**src/design/gtoe_pkg.sv**
```systemverilog
// Shared types, constants and helper functions for the grid tile overlap enumerator.
package gtoe_pkg;

  localparam int MAX_COLUMNS = 8;
  localparam int MAX_ROWS    = 8;
  localparam int CW          = 36;           // wide enough for origin + 8 * tile size
  localparam int IW          = $clog2(MAX_COLUMNS);

  typedef logic signed [CW-1:0] coord_t;

  typedef enum logic [2:0] {
    REG_BOARD_LEFT   = 3'd0,
    REG_BOARD_TOP    = 3'd1,
    REG_BOARD_RIGHT  = 3'd2,
    REG_BOARD_BOTTOM = 3'd3,
    REG_TILE_WIDTH   = 3'd4,
    REG_TILE_HEIGHT  = 3'd5,
    REG_COLUMN_COUNT = 3'd6,
    REG_ROW_COUNT    = 3'd7
  } reg_idx_t;

  typedef struct packed {
    logic signed [31:0] board_left;
    logic signed [31:0] board_top;
    logic signed [31:0] board_right;
    logic signed [31:0] board_bottom;
    logic [30:0]        tile_width;
    logic [30:0]        tile_height;
    logic [3:0]         column_count;
    logic [3:0]         row_count;
  } cfg_t;

  // One classified query: which columns and which rows hold overlapping tiles.
  typedef struct packed {
    logic [MAX_COLUMNS-1:0] col_mask;
    logic [MAX_ROWS-1:0]    row_mask;
  } job_t;

  function automatic coord_t sext32(input logic [31:0] v);
    sext32 = coord_t'({{(CW-32){v[31]}}, v});
  endfunction

  function automatic coord_t zext31(input logic [30:0] v);
    zext31 = coord_t'({{(CW-31){1'b0}}, v});
  endfunction

  // Lowest set bit of an eight-bit mask.
  function automatic logic [IW-1:0] first_set(input logic [MAX_COLUMNS-1:0] m);
    logic [IW-1:0] idx;
    idx = '0;
    for (int i = MAX_COLUMNS - 1; i >= 0; i--) begin
      if (m[i]) idx = IW'(i);
    end
    first_set = idx;
  endfunction

endpackage

```
**src/design/grid_tile_overlap_enumerator.sv**
```systemverilog
// Grid tile overlap enumerator: top level with configuration registers.
//
// Usage: write the board bounds, tile size and grid size through the cfg_
// channel (cfg_index selects the register, cfg_data carries its value; the
// channel is always ready). Send a query rectangle on the in_ channel; the
// out_ channel returns one request per overlapping tile in row-major order,
// with out_tlast on the final one. When no tile overlaps, a single request
// with out_tuser (found) low and out_tlast high is returned.
// Timing: the classifier accepts a query, then scans one column and one row
// per cycle over all eight grid positions and hands the masks to the
// emitter; it takes no new query until the masks are pushed. The emitter
// sends one tile per cycle while out_tready is high. A two-entry queue
// between classifier and emitter lets the classifier start the next query
// while tiles drain. When out_tready is low the result register holds and
// the emitter stalls; the queue then fills and in_tready drops. Reset
// returns the registers to board 0, tile size 1, grid 1 x 1 and empties
// all stages.
module grid_tile_overlap_enumerator (
  input  logic         clk,
  input  logic         rst_n,
  input  logic         cfg_valid,
  output logic         cfg_ready,
  input  logic [2:0]   cfg_index,
  input  logic [31:0]  cfg_data,
  input  logic         in_tvalid,
  output logic         in_tready,
  input  logic [127:0] in_tdata,   // query_left, query_top, query_right, query_bottom
  output logic         out_tvalid,
  input  logic         out_tready,
  output logic [7:0]   out_tdata,  // tile_column[2:0], tile_row[5:3], zero pad
  output logic         out_tuser,  // found
  output logic         out_tlast   // last
);
  import gtoe_pkg::*;

  cfg_t cfg_r;
  logic push_valid, push_ready, pop_valid, pop_ready;
  job_t push_data, pop_data;

  assign cfg_ready = 1'b1;

  always_ff @(posedge clk) begin
    if (!rst_n) begin
      cfg_r.board_left   <= '0;
      cfg_r.board_top    <= '0;
      cfg_r.board_right  <= '0;
      cfg_r.board_bottom <= '0;
      cfg_r.tile_width   <= 31'd1;
      cfg_r.tile_height  <= 31'd1;
      cfg_r.column_count <= 4'd1;
      cfg_r.row_count    <= 4'd1;
    end else if (cfg_valid) begin
      unique case (reg_idx_t'(cfg_index))
        REG_BOARD_LEFT:   cfg_r.board_left   <= cfg_data;
        REG_BOARD_TOP:    cfg_r.board_top    <= cfg_data;
        REG_BOARD_RIGHT:  cfg_r.board_right  <= cfg_data;
        REG_BOARD_BOTTOM: cfg_r.board_bottom <= cfg_data;
        REG_TILE_WIDTH:   cfg_r.tile_width   <= cfg_data[30:0];
        REG_TILE_HEIGHT:  cfg_r.tile_height  <= cfg_data[30:0];
        REG_COLUMN_COUNT: cfg_r.column_count <= cfg_data[3:0];
        REG_ROW_COUNT:    cfg_r.row_count    <= cfg_data[3:0];
        default:          cfg_r              <= cfg_r;
      endcase
    end
  end

  gtoe_front u_front (
    .clk        (clk),
    .rst_n      (rst_n),
    .cfg        (cfg_r),
    .in_tvalid  (in_tvalid),
    .in_tready  (in_tready),
    .in_tdata   (in_tdata),
    .push_valid (push_valid),
    .push_ready (push_ready),
    .push_data  (push_data)
  );

  gtoe_queue u_queue (
    .clk        (clk),
    .rst_n      (rst_n),
    .push_valid (push_valid),
    .push_ready (push_ready),
    .push_data  (push_data),
    .pop_valid  (pop_valid),
    .pop_ready  (pop_ready),
    .pop_data   (pop_data)
  );

  gtoe_back u_back (
    .clk        (clk),
    .rst_n      (rst_n),
    .pop_valid  (pop_valid),
    .pop_ready  (pop_ready),
    .pop_data   (pop_data),
    .out_tvalid (out_tvalid),
    .out_tready (out_tready),
    .out_tdata  (out_tdata),
    .out_tuser  (out_tuser),
    .out_tlast  (out_tlast)
  );

endmodule

```
**src/design/gtoe_queue.sv**
```systemverilog
// Two-entry job queue between the classifier and the tile emitter.
module gtoe_queue (
  input  logic          clk,
  input  logic          rst_n,
  input  logic          push_valid,
  output logic          push_ready,
  input  gtoe_pkg::job_t push_data,
  output logic          pop_valid,
  input  logic          pop_ready,
  output gtoe_pkg::job_t pop_data
);
  import gtoe_pkg::*;

  job_t       mem_r [2];
  logic       wr_ptr_r;
  logic       rd_ptr_r;
  logic [1:0] count_r;
  logic       do_push;
  logic       do_pop;

  assign push_ready = (count_r != 2'd2);
  assign pop_valid  = (count_r != 2'd0);
  assign pop_data   = mem_r[rd_ptr_r];
  assign do_push    = push_valid && push_ready;
  assign do_pop     = pop_valid && pop_ready;

  always_ff @(posedge clk) begin
    if (do_push) mem_r[wr_ptr_r] <= push_data;
  end

  always_ff @(posedge clk) begin
    if (!rst_n) begin
      wr_ptr_r <= 1'b0;
      rd_ptr_r <= 1'b0;
      count_r  <= 2'd0;
    end else begin
      if (do_push) wr_ptr_r <= ~wr_ptr_r;
      if (do_pop)  rd_ptr_r <= ~rd_ptr_r;
      unique case ({do_push, do_pop})
        2'b10:   count_r <= count_r + 2'd1;
        2'b01:   count_r <= count_r - 2'd1;
        default: count_r <= count_r;
      endcase
    end
  end

endmodule

```
**src/design/gtoe_front.sv**
```systemverilog
// Query classifier: scans tile columns and rows and builds the overlap masks.
module gtoe_front (
  input  logic           clk,
  input  logic           rst_n,
  input  gtoe_pkg::cfg_t cfg,
  input  logic           in_tvalid,
  output logic           in_tready,
  input  logic [127:0]   in_tdata,
  output logic           push_valid,
  input  logic           push_ready,
  output gtoe_pkg::job_t push_data
);
  import gtoe_pkg::*;

  typedef enum logic [1:0] {ST_IDLE, ST_SCAN, ST_PUSH} state_t;

  state_t                 st_r;
  logic [IW-1:0]          k_r;
  coord_t                 bx_r, by_r;
  coord_t                 ql_r, qr_r, qt_r, qb_r;
  logic [MAX_COLUMNS-1:0] cm_r;
  logic [MAX_ROWS-1:0]    rm_r;

  coord_t left, top, right, bottom, w, h;
  coord_t endx, endy, tx1, ty1, txlo, txhi, tylo, tyhi;
  coord_t qxlo, qxhi, qylo, qyhi;
  logic   wz, hz, k0;
  logic   c0ok, c1ok, r0ok, r1ok, touchx, touchy, bitx, bity;

  always_comb begin
    left   = sext32(cfg.board_left);
    top    = sext32(cfg.board_top);
    right  = sext32(cfg.board_right);
    bottom = sext32(cfg.board_bottom);
    w      = zext31(cfg.tile_width);
    h      = zext31(cfg.tile_height);
    wz     = (cfg.tile_width == '0);
    hz     = (cfg.tile_height == '0);
    k0     = (k_r == '0);

    endx = bx_r + w;
    endy = by_r + h;
    tx1  = (endx < right)  ? endx : right;
    ty1  = (endy < bottom) ? endy : bottom;
    txlo = (bx_r < tx1) ? bx_r : tx1;
    txhi = (bx_r < tx1) ? tx1 : bx_r;
    tylo = (by_r < ty1) ? by_r : ty1;
    tyhi = (by_r < ty1) ? ty1 : by_r;
    qxlo = (ql_r < qr_r) ? ql_r : qr_r;
    qxhi = (ql_r < qr_r) ? qr_r : ql_r;
    qylo = (qt_r < qb_r) ? qt_r : qb_r;
    qyhi = (qt_r < qb_r) ? qb_r : qt_r;
    touchx = (txlo <= qxhi) && (qxlo <= txhi);
    touchy = (tylo <= qyhi) && (qylo <= tyhi);

    // Start index: k at or past the truncated quotient of the near edge.
    c0ok = wz || (ql_r < endx);
    r0ok = hz || (qt_r < endy);
    // End index: a far edge left of the origin truncates to 0 only within one tile.
    priority if (wz)             c1ok = k0;
    else if (qr_r >= left)       c1ok = (bx_r <= qr_r);
    else                         c1ok = k0 && (qr_r > left - w);
    priority if (hz)             r1ok = k0;
    else if (qb_r >= top)        r1ok = (by_r <= qb_r);
    else                         r1ok = k0 && (qb_r > top - h);

    bitx = c0ok && c1ok && touchx && ({1'b0, k_r} < cfg.column_count);
    bity = r0ok && r1ok && touchy && ({1'b0, k_r} < cfg.row_count);
  end

  assign in_tready  = (st_r == ST_IDLE);
  assign push_valid = (st_r == ST_PUSH);
  assign push_data  = '{col_mask: cm_r, row_mask: rm_r};

  always_ff @(posedge clk) begin
    if (!rst_n) begin
      st_r <= ST_IDLE;
      k_r  <= '0;
    end else begin
      unique case (st_r)
        ST_IDLE: begin
          if (in_tvalid) begin
            ql_r <= sext32(in_tdata[31:0]);
            qt_r <= sext32(in_tdata[63:32]);
            qr_r <= sext32(in_tdata[95:64]);
            qb_r <= sext32(in_tdata[127:96]);
            bx_r <= left;
            by_r <= top;
            k_r  <= '0;
            st_r <= ST_SCAN;
          end
        end
        ST_SCAN: begin
          cm_r[k_r] <= bitx;
          rm_r[k_r] <= bity;
          bx_r      <= endx;
          by_r      <= endy;
          k_r       <= k_r + 1'b1;
          if (k_r == IW'(MAX_COLUMNS - 1)) st_r <= ST_PUSH;
        end
        ST_PUSH: begin
          if (push_ready) st_r <= ST_IDLE;
        end
        default: st_r <= ST_IDLE;
      endcase
    end
  end

endmodule

```
**src/design/gtoe_back.sv**
```systemverilog
// Tile emitter: walks the overlap masks in row-major order into the result register.
module gtoe_back (
  input  logic           clk,
  input  logic           rst_n,
  input  logic           pop_valid,
  output logic           pop_ready,
  input  gtoe_pkg::job_t pop_data,
  output logic           out_tvalid,
  input  logic           out_tready,
  output logic [7:0]     out_tdata,
  output logic           out_tuser,
  output logic           out_tlast
);
  import gtoe_pkg::*;

  logic                   busy_r;
  logic [MAX_COLUMNS-1:0] cm_r, crem_r;
  logic [MAX_ROWS-1:0]    rrem_r;
  logic                   ov_r;
  logic [IW-1:0]          oc_r, or_r;
  logic                   of_r, ol_r;

  logic                   can_emit;
  logic [IW-1:0]          c, r;
  logic [MAX_COLUMNS-1:0] crem_nxt;
  logic [MAX_ROWS-1:0]    rrem_nxt;
  logic                   last;
  logic                   pop_empty;
  logic                   do_pop;
  logic                   emit;

  assign can_emit  = !ov_r || out_tready;
  // Hold the job in the queue while the emitter is busy or the result register cannot take a request.
  assign pop_ready = !busy_r && can_emit;
  assign do_pop    = pop_valid && pop_ready;
  assign pop_empty = (pop_data.col_mask == '0) || (pop_data.row_mask == '0);
  assign emit      = busy_r ? can_emit : (do_pop && pop_empty);
  assign c         = first_set(crem_r);
  assign r         = first_set(rrem_r);
  assign crem_nxt  = crem_r & ~(MAX_COLUMNS'(1) << c);
  assign rrem_nxt  = rrem_r & ~(MAX_ROWS'(1) << r);
  assign last      = (crem_nxt == '0) && (rrem_nxt == '0);

  assign out_tvalid = ov_r;
  assign out_tdata  = {2'b00, or_r, oc_r};
  assign out_tuser  = of_r;
  assign out_tlast  = ol_r;

  always_ff @(posedge clk) begin
    if (!rst_n) begin
      busy_r <= 1'b0;
      ov_r   <= 1'b0;
    end else begin
      if (emit) begin
        ov_r <= 1'b1;
      end else if (out_tready) begin
        ov_r <= 1'b0;
      end
      if (!busy_r) begin
        if (do_pop) begin
          cm_r   <= pop_data.col_mask;
          crem_r <= pop_data.col_mask;
          rrem_r <= pop_data.row_mask;
          busy_r <= !pop_empty;
          // An empty mask on either axis: one not-found result.
          if (pop_empty) begin
            oc_r <= '0;
            or_r <= '0;
            of_r <= 1'b0;
            ol_r <= 1'b1;
          end
        end
      end else if (can_emit) begin
        oc_r <= c;
        or_r <= r;
        of_r <= 1'b1;
        ol_r <= last;
        if (crem_nxt == '0) begin
          crem_r <= cm_r;
          rrem_r <= rrem_nxt;
        end else begin
          crem_r <= crem_nxt;
        end
        if (last) busy_r <= 1'b0;
      end
    end
  end

  a_notfound_last: assert property (@(posedge clk) disable iff (!rst_n)
    (ov_r && !of_r) |-> (ol_r && oc_r == '0 && or_r == '0))
    else $error("not-found result without last or with nonzero tile");
  a_busy_rows: assert property (@(posedge clk) disable iff (!rst_n)
    busy_r |-> (rrem_r != '0 && crem_r != '0))
    else $error("emitter busy with nothing left to walk");
  a_crem_subset: assert property (@(posedge clk) disable iff (!rst_n)
    busy_r |-> ((crem_r & ~cm_r) == '0))
    else $error("column walk outside the column mask");

endmodule

```
**config.mk**
```make
export PLATFORM = sky130hd
export DESIGN_NAME = grid_tile_overlap_enumerator
export DESIGN_NICKNAME = d
export VERILOG_FILES = /design/src/design/gtoe_pkg.sv /design/src/design/grid_tile_overlap_enumerator.sv /design/src/design/gtoe_queue.sv /design/src/design/gtoe_front.sv /design/src/design/gtoe_back.sv
export SDC_FILE = /design/constraint.sdc
export NUM_CORES = 2
export LEC_CHECK = 0
export BUFFER_PORTS_ARGS = -buffer_cell sky130_fd_sc_hd__buf_2
export CAP_MARGIN = 20
export CORE_AREA = 4 4 283 285
export DETAILED_ROUTE_END_ITERATION = 8
export DIE_AREA = 0 0 287 289
export GPL_TIMING_DRIVEN = 1
export PLACE_DENSITY = 0.74
export SLEW_MARGIN = 20
export SYNTH_ARGS = -nofsm -noshare
export SYNTH_HDL_FRONTEND = slang
export SYNTH_SLANG_ARGS = --single-unit
```
**constraint.sdc**
```tcl
create_clock -name clk -period 58.2 [get_ports clk]
set_input_delay 11.64 -clock clk [delete_from_list [all_inputs] [get_ports clk]]
set_output_delay 11.64 -clock clk [all_outputs]
set_load 0.005 [all_outputs]
```
==> results_dict.tcl <==
set metrics [dict create \
    timing.critical_path.buf_inv 7 \
    switching_share_pct 34.4 \
    final_cell_area_um2 46300 \
    cts_tree "yes" \
    clk_path_buf_depth 3 \
    slowest_stage "nor4_1" \
    syn-cell-area_um2 42400 \
    antenna_found_initial 6 \
    post-route-period-util_pct 23.0 \
    via_per_inst 6.03 \
    wl_per_cell_um 20.6 \
    crit_family "simple AND/OR/NAND/NOR gates" \
    cp-end-kind "register" \
    cts_setup_buffers 0 \
    start_kind "register" \
    worstHoldStart "u_front.rm_r[4]" \
    syn_to_final_growth_pct 9.21 \
    drc 0 \
    grt_first_pass_wirelength_um 192000 \
    overflow 0 \
    fmax_ghz 0.0747 \
    syn_inst 4808 \
    rsz0062_at_grt "no" \
    cp_max_fo 58 \
    r2r-start "u_front.bx_r[0]" \
    die_h_um 289 \
    relSlewSlack_pct 34.4 \
    setup_tns_ns 0 \
    synth_cell_types 78 \
    clkTransAtPathRegs_ns 0.06 \
    worstSetupPathType "register to register" \
    min_period_ns 13.39 \
    drive_gt1_share_pct 9.36 \
    synth.top_cell.area_share_pct 22.1 \
    cts_resized 0 \
    grt_use_total_pct 29.2 \
    ir_drop_mv 0.0273 \
    switching_power_mw 0.402 \
    p_leak_nw 20.6 \
    p_per_area_nw_per_um2 25.3 \
    numPortBuffers 177 \
    fin_total_pwr_mw 1.17 \
    critPathLaunch "u_front.bx_r[0]" \
    cp.arrival_ns 13.86 \
    syn_avg_cell_area_um2 8.82 \
    pwr-share-clk_pct 31.3 \
    cts_root_buf "clkbuf_16" \
    dpl-instance-area_um2 44400 \
    finalNonFillerCells 6023 \
    intPower_mw 0.767 \
    place_hpwl_um 98300 \
    finalHoldViolCount 0 \
    yosys_warnings 0 \
    drv_slew 0 \
    synth_edf_count 280 \
    drv_cap 0 \
    setup_ws_ns 44.81 \
    fp.dieW_um 287 \
    skew_ns 0.0323 \
    worst_path_largest_cell_delay_ns 0.80 \
    synth_common_cells "ha_1 (750), nand2_1 (627), a21oi_1 (471)" \
    gp_congestion 1.00 \
    core_um2 77300 \
    final_util_pct 59.9 \
    wirelength_um 124000 \
    via_count 36300 \
    first_pass_iters 8 \
    synth_area_leader_cell "ha_1" \
    async_flop_share_pct 0 \
    cts_sinks 490 \
    grt_max_degree 129 \
    status "complete, no violations" \
    p_seq_share_pct 33.9 \
    rows 102 \
    grt_pass1_vias 34900 \
    fin_nets 5852 \
    drt_iter0_markers 3112 \
    cts_hold_buf 0 \
    start_util_pct 54.8 \
    setup_violations 0 \
    tightest_slew_ns 0.984 \
    whs_ns 0.448 \
    yosysMostFrequentCell "ha_1" \
    place_ws_ns 44.48 \
    yosysSeqAreaShare_pct 29.7 \
    comb_power_share_pct 34.8 \
    antenna_left 0 \
    die_area_um2 82900 \
    numCtsBuffers 56 \
    clkLatencyLatePin_ns 0.66 \
    ios 181 \
    ys_ff_latch 490 \
    htree_levels 2 \
    fillers 6803 \
    synth_area_leaders "ha_1 (22%), edfxtp_1 (20%), dfxtp_1 (9.9%), a21oi_1 (5.6%), nand2_1 (5.6%)" \
    hold_class "register to register" \
    worstPathRequired_ns 58.68 \
    ys.flop_type "edfxtp_1" \
    dp.cells 5912 \
]
-- area by class of cell --
class | instances | area, um2 | share of cell area [%]
clock inverter | 32 | 314 | 0.678
antenna | 6 | 15.0 | 0.0324
inverter | 453 | 1710 | 3.68
timing repair buffer | 209 | 1140 | 2.46
sequential | 490 | 12600 | 27.2
clock buffer | 73 | 1610 | 3.48
multi-input combinational | 3720 | 27600 | 59.6
tap | 1040 | 1300 | 2.81
-- layout by cell type, fill, tap and decap left out, types with 59 or more instances in the layout --
master     synthesis  final
mux2_2           119    119
nand2_1          627    627
nor2_1           175    173
inv_1            451    451
ha_1             750    750
a21o_1           264    264
clkbuf_16          0     59
nor2b_1           69     68
nand4_1          132    132
buf_2              9    177
edfxtp_1         280    280
a21oi_1          471    471
xnor2_1           88     86
dfxtp_1          210    210
mux2i_1          159    159
o21ai_0          258    257
-- sequential cells by signal (all words and copies together) (netlist names), 32 cells and up, named ones only --
register,cells
u_front.by_r,36
u_front.bx_r,36
u_front.ql_r,32
u_queue.mem_r,32
u_front.qt_r,32
u_front.qb_r,32
u_front.qr_r,32
cfg_r,198
-- power groups by stage --
stage | logic (mW) | clock network (mW) | registers [mW]
2_1_floorplan | 0.310 | 0 | 0.396
3_3_place_gp | 0.391 | 0 | 0.403
3_5_place_dp | 0.401 | 0 | 0.403
4_1_cts | 0.404 | 0.372 | 0.396
5_1_grt | 0.456 | 0.387 | 0.397
6_report | 0.407 | 0.366 | 0.397
-- routing by layer --
layer | routed length (um) | share of wire [%] | track usage, % | up-vias
li1 | - | - | - | 17600
met1 | 53600 | 43 | 39.3 | 17100
met2 | 56200 | 45 | 48.0 | 1332
met3 | 9050 | 7.3 | 3.28 | 262
met4 | 5460 | 4.4 | 11.9 | 0
met5 | 0 | 0 | 0 | -
-- worst paths after layout --
check / slack, ns / depth (start not counted) / to
setup / recovery: 44.81 / 44 / u_front.cm_r[3]
hold / removal: 0.45 / 0 / u_queue.mem_r[1][4]
setup reg to reg: 44.81 / 44 / u_front.cm_r[3]
hold reg to reg: 0.45 / 0 / u_queue.mem_r[1][4]
-- logic make-up after synthesis --
kind of cell	synth area share (%)
buffers and inverters	5.43
muxes	7.79
AOI/OAI and AO/OA	17.8
and+or+nand+nor	14.0
xor gates and xnor gates	2.82
other	0.0177
adders and majority gates	22.3
DFF	29.7
Note: power is estimated with default switching activity, not from simulation.
